## src/hdl/nnfs_pkg.sv

```systemverilog
`default_nettype none
package nnfs_pkg;

  localparam int POS_W     = 8;
  localparam int CH_W      = 16;
  localparam int PIX_W     = 4 * CH_W;
  localparam int SRC_CFG_W = 7;
  localparam int DST_CFG_W = 8;
  localparam int CFG_IDX_W = 2;
  localparam int CFG_DAT_W = 8;
  localparam int SRC_CFG_MAX = 2 ** SRC_CFG_W - 1;

  // products of a source size by an output size
  localparam int PROD_W = SRC_CFG_W + DST_CFG_W;
  // (coordinate + 1) * num
  localparam int LIM_W  = POS_W + 1 + SRC_CFG_W;
  // coordinate * num, divided by den
  localparam int DIVN_W = POS_W + SRC_CFG_W;

  localparam int DEF_MAX_SRC_W = 64;
  localparam int DEF_MAX_SRC_H = 64;

  localparam logic [SRC_CFG_W-1:0] SRC_W_RESET = SRC_CFG_W'(64);
  localparam logic [SRC_CFG_W-1:0] SRC_H_RESET = SRC_CFG_W'(64);
  localparam logic [DST_CFG_W-1:0] DST_W_RESET = DST_CFG_W'(64);
  localparam logic [DST_CFG_W-1:0] DST_H_RESET = DST_CFG_W'(64);

  localparam logic [CFG_IDX_W-1:0] REG_SRC_WIDTH  = 2'd0;
  localparam logic [CFG_IDX_W-1:0] REG_SRC_HEIGHT = 2'd1;
  localparam logic [CFG_IDX_W-1:0] REG_DST_WIDTH  = 2'd2;
  localparam logic [CFG_IDX_W-1:0] REG_DST_HEIGHT = 2'd3;

  localparam logic REQ_LOAD = 1'b0;
  localparam logic REQ_READ = 1'b1;

  // opaque white: hue 0, sat 0, light max, alpha max
  localparam logic [PIX_W-1:0] PAD_PIXEL = {16'hFFFF, 16'hFFFF, 16'h0000, 16'h0000};

  typedef enum logic [3:0] {
    ST_IDLE,
    ST_RATIO,
    ST_SELECT,
    ST_FIT,
    ST_CHECK,
    ST_DIV,
    ST_ADDR,
    ST_READ,
    ST_OUT
  } ctrl_state_t;

  typedef struct packed {
    logic load_wr;
    logic capture;
    logic ratio;
    logic select;
    logic fit;
    logic check;
    logic div_start;
    logic addr;
    logic read;
    logic out_load;
  } ctrl_cmd_t;

  typedef struct packed {
    logic miss;
    logic div_done;
    logic out_free;
  } dp_status_t;

endpackage
`default_nettype wire

```

## src/hdl/nnfs_ctrl.sv

```systemverilog
`default_nettype none
module nnfs_ctrl (
  input  wire logic                 clk,
  input  wire logic                 rst,
  input  wire logic                 s_tvalid,
  input  wire logic                 s_tuser,
  output logic                      s_tready,
  input  wire nnfs_pkg::dp_status_t status,
  output nnfs_pkg::ctrl_cmd_t       cmd
);
  import nnfs_pkg::*;

  ctrl_state_t state, state_next;
  logic        accept;

  assign accept = s_tvalid && s_tready;

  always_ff @(posedge clk) begin
    if (rst) begin
      state <= ST_IDLE;
    end else begin
      state <= state_next;
    end
  end

  always_comb begin
    state_next = state;
    unique case (state)
      ST_IDLE: begin
        if (s_tvalid && s_tuser == REQ_READ) begin
          state_next = ST_RATIO;
        end
      end
      ST_RATIO:  state_next = ST_SELECT;
      ST_SELECT: state_next = ST_FIT;
      ST_FIT:    state_next = ST_CHECK;
      ST_CHECK:  state_next = status.miss ? ST_OUT : ST_DIV;
      ST_DIV: begin
        if (status.div_done) begin
          state_next = ST_ADDR;
        end
      end
      ST_ADDR:   state_next = ST_READ;
      ST_READ:   state_next = ST_OUT;
      ST_OUT: begin
        if (status.out_free) begin
          state_next = ST_IDLE;
        end
      end
      default:   state_next = ST_IDLE;
    endcase
  end

  always_comb begin
    s_tready = 1'b0;
    cmd      = '0;
    unique case (state)
      ST_IDLE: begin
        s_tready    = 1'b1;
        cmd.load_wr = accept && s_tuser == REQ_LOAD;
        cmd.capture = accept && s_tuser == REQ_READ;
      end
      ST_RATIO:  cmd.ratio = 1'b1;
      ST_SELECT: cmd.select = 1'b1;
      ST_FIT:    cmd.fit = 1'b1;
      ST_CHECK: begin
        cmd.check     = 1'b1;
        cmd.div_start = !status.miss;
      end
      ST_DIV:    ;
      ST_ADDR:   cmd.addr = 1'b1;
      ST_READ:   cmd.read = 1'b1;
      ST_OUT:    cmd.out_load = status.out_free;
      default:   ;
    endcase
  end

endmodule
`default_nettype wire

```

## config.mk

```make
export PLATFORM = sky130hd
export DESIGN_NAME = nnfs_ctrl
export DESIGN_NICKNAME = d
export VERILOG_FILES = /design/src/hdl/nnfs_pkg.sv /design/src/hdl/nnfs_ctrl.sv
export SDC_FILE = /design/constraint.sdc
export NUM_CORES = 1
export LEC_CHECK = 0
export BUFFER_PORTS_ARGS = -buffer_cell sky130_fd_sc_hd__buf_2
export CELL_PAD_IN_SITES_DETAIL_PLACEMENT = 0
export CELL_PAD_IN_SITES_GLOBAL_PLACEMENT = 1
export CORE_AREA = 4 4 41 43
export CTS_CLUSTER_SIZE = 14
export DETAILED_ROUTE_END_ITERATION = 12
export DIE_AREA = 0 0 45 47
export GPL_TIMING_DRIVEN = 0
export HOLD_SLACK_MARGIN = 0.12
export PLACE_DENSITY_LB_ADDON = 0.2
export SLEW_MARGIN = 25
export SYNTH_ARGS = -nofsm -noshare
export SYNTH_HDL_FRONTEND = slang
export SYNTH_SLANG_ARGS = --single-unit
```

## constraint.sdc

```tcl
create_clock -name clk -period 2 [get_ports clk]
set_clock_uncertainty 0.05 [all_clocks]
set_input_delay 0.4 -clock clk [delete_from_list [all_inputs] [get_ports clk]]
set_output_delay 0.4 -clock clk [all_outputs]
set_load 0.03 [all_outputs]
```

==> metrics.md <==
| Metric | Value |
|---|---|
| Crit path max-delay cell type | or4_4 |
| Internal power | 0.0001895 W |
| Layout Nets | 77 |
| Syn Area/Cell | 7.038 µm² |
| Area grow syn2layout | 44.81% |
| Max reg flops | 4 |
| Vias/cell | 4.747 |
| CTS sink cnt | 4 |
| IO Count | 18 |
| CP required | 1550 ps |
| Ys async rst share | 0 |
| Register area share after synthesis | 0.2370 |
| Initial antenna violation count | 0 |
| Period utilisation layout | 0.9527 |
| Total CTS buffers | 3 |
| Total Neg Setup Slack | 0 ps |
| Largest Register | state |
| Commonest cells post-synth | nor2_1 (6), nor3_1 (6), dfxtp_1 (4), nand2_1 (4), nand2b_1 (4) |
| Register bit count reported by yosys | 4 |
| Main synth FF type | dfxtp_1 |
| Tmin final | 1905 ps |
| Gpl congestion | 0.6636 |
| Buf+Inv Stages, Crit Path | 2 |
| Synth area leaders | dfxtp_1 (24%), nor3_1 (8.9%), nand2b_1 (7.4%), nor2_1 (6.7%), buf_2 (4.4%) |
| Fmax | 524.8 MHz |
| Hold EP | state[0] |
| Power Density | 561.6 mW/mm² |
| RSZ-0062 raised after global routing | no |
| Slew Limit Headroom | 0.7518 |
| Max Cap Violations | 0 |
| RR Endpoint | state[3] |
| DRT Pass-1 Iters | 4 |
| 1st-iter DRT viols | 12 |
| Critical Path AT | 1460 ps |
| Per-cell routed wire length | 11.10 µm |
| Hold path startpoint | rst |
| Sequential power share | 0.313 |
| Final Hold Vio Count | 0 |
| Cells after synthesis | 48 |
| Max incr delay on CP | 470 ps |
| Vias in the first global route | 343 |
| FP Rows | 13 |
| Congestion Overflow GR | 0 |
| Clock slew at reported path FFs | 40 ps |
| Syn_nets | 55 |
| Largest net degree at the start of global routing | 11 |
| IR Drop Worst-Case VDD | 0.2506 mV |
| Post-synth EDFFs | 0 |
| Initial Util | 0.2596 |
| Final core occ | 0.3760 |
| Crit-path leading delay family | simple AND/OR/NAND/NOR gates |
| Cells along the critical path | or4_4, inv_4, and3_4, buf_6 |
| Max-slew violation count | 0 |
| RR Startpoint | state[3] |
| Layout cells sized above 1 | 0.4559 |
| Cell taking the most area after synthesis | dfxtp_1 |
| Yosys cell types | 23 |
| Final setup viols | 0 |
| Htree depth | 1 |
| Largest regs | state x4 |
| Die Y | 47 µm |
| TritonCTS clock tree | yes |
| DR vias | 394 |
| Switching share of power | 0.3102 |
| Status | finished, final reports clean |
| Yosys warning total | 0 |
| Slew @ Worst Pin | 371.4 ps |
| Mapped Area | 337.8 µm² |
| Critical Path Start Type | flip-flop |
| Hold Crit Class | input port to flip-flop |
| Area share of the largest cell type after synthesis | 0.2370 |
| Clk network pwr share | 0.339 |
| Total design power | 0.0002747 W |
| Die ar. | 0.002115 mm² |
| First-pass GRT wire length | 1.428 mm |
| Antenna Nets Post-Route | 0 |
| Setup crit end kind | output port |
| Max clock buf depth | 2 |
| Final WL | 921 µm |
| GRT Total Usage | 0.09400 |
| IO Port Bufs | 17 |
| # hold bufs at CTS | 0 |
| Crit Path Category | flip-flop to output port |
| WHS Path Cells | 2 |
| Comb power frac | 0.348 |
| Root Buffer | clkbuf_4 |
| Crit-path max FO | 11 |
| Clock latency on the worst-skew pair | 220 ps |
| R2R setup slack | 510 ps |
| DRC Markers | 0 |
| Post-DP HPWL | 707 µm |
| FILL cells | 159 |
| Die width | 45 µm |
| Leakage power | 0.2392 nW |
| R2R depth | 3 |
| Core ar. | 0.001301 mm² |
| Inserted Diodes | 0 |
| NetSw | 0.00008521 W |
[power groups by stage]
stage          clock network [W]  logic (W)  registers (W)
3_5_place_dp                   0  0.0000845      0.0000870
3_3_place_gp                   0  0.0000844      0.0000868
6_report               0.0000932  0.0000955      0.0000860
2_1_floorplan                  0  0.0000604      0.0000863
5_1_grt                 0.000103   0.000104      0.0000863
4_1_cts                0.0000987  0.0000942      0.0000856
[stage by stage]
stage / std cells / cell area [µm²] / worst slack, ps / hold WS, ps
floorplan: 48 / 340.3 / 31.47 / 419.1
global placement: 80 / 444.2 / 171.1 / 525.2
detailed placement: 80 / 444.2 / 164.5 / 528.2
CTS: 85 / 495.5 / 27.16 / 319.5
global route: 83 / 489.2 / 23.15 / 313.3
finish: 83 / 489.2 / 94.67 / 325.6
[cell families after synthesis]
family / after synthesis / share of synthesized area
AOI/OAI and AO/OA: 7 / 0.1593
xor gates and xnor gates: 1 / 0.02593
buffers and inverters: 7 / 0.1111
DFF: 4 / 0.2370
and+or+nand+nor: 29 / 0.4667
[per-layer routing]
metal,wire length (µm),vias to the layer above,part of all wire,GRT usage
li1,-,211,-,-
met1,423,170,0.46,0.1227
met2,431,13,0.47,0.1497
met3,66,0,0.072,0.03448
met4,0,0,0,0.01754
met5,0,-,0,0
[worst max-delay path by stage]
stage,from,cells after the start,endpoint
floorplan,state[1],3,cmd[3]
global placement,state[1],5,cmd[8]
detailed placement,state[1],5,cmd[8]
CTS,state[1],5,cmd[8]
global route,state[3],5,cmd[9]
finish,state[3],4,cmd[8]
[final cells by class]
cell class                 instances  area (µm²)  share of cell area
inverter                           3       13.76             0.02813
clock buffer                       3       22.52             0.04604
sequential                         4       81.33              0.1662
buffer                             2       10.01             0.02046
multi-input combinational         37       230.2              0.4706
timing repair buffer              19       112.6              0.2302
tap                               15       18.77             0.03836
[placed cells by master, fill, tap and decap left out, types with 2 or more instances in the layout]
master	Yosys	routed
buf_2	3	17
nor4_1	2	2
buf_4	0	2
nor2_1	6	5
inv_1	2	2
buf_6	1	2
a21oi_1	2	2
nor3_1	6	6
o21ai_0	2	2
nand2_1	4	3
dfxtp_1	4	3
nand2b_1	4	4
clkbuf_4	0	3
[repair_timing]
item | 4_1_cts | 5_1_grt
endpoints found under the hold margin | 0 | 0
setup endpoints to repair | 2 | 3
gates resized for setup | 4 | 4
pin swaps | 1 | 4
setup buffers | 2 | 0
No activity file was read; power rests on OpenSTA's default activity.
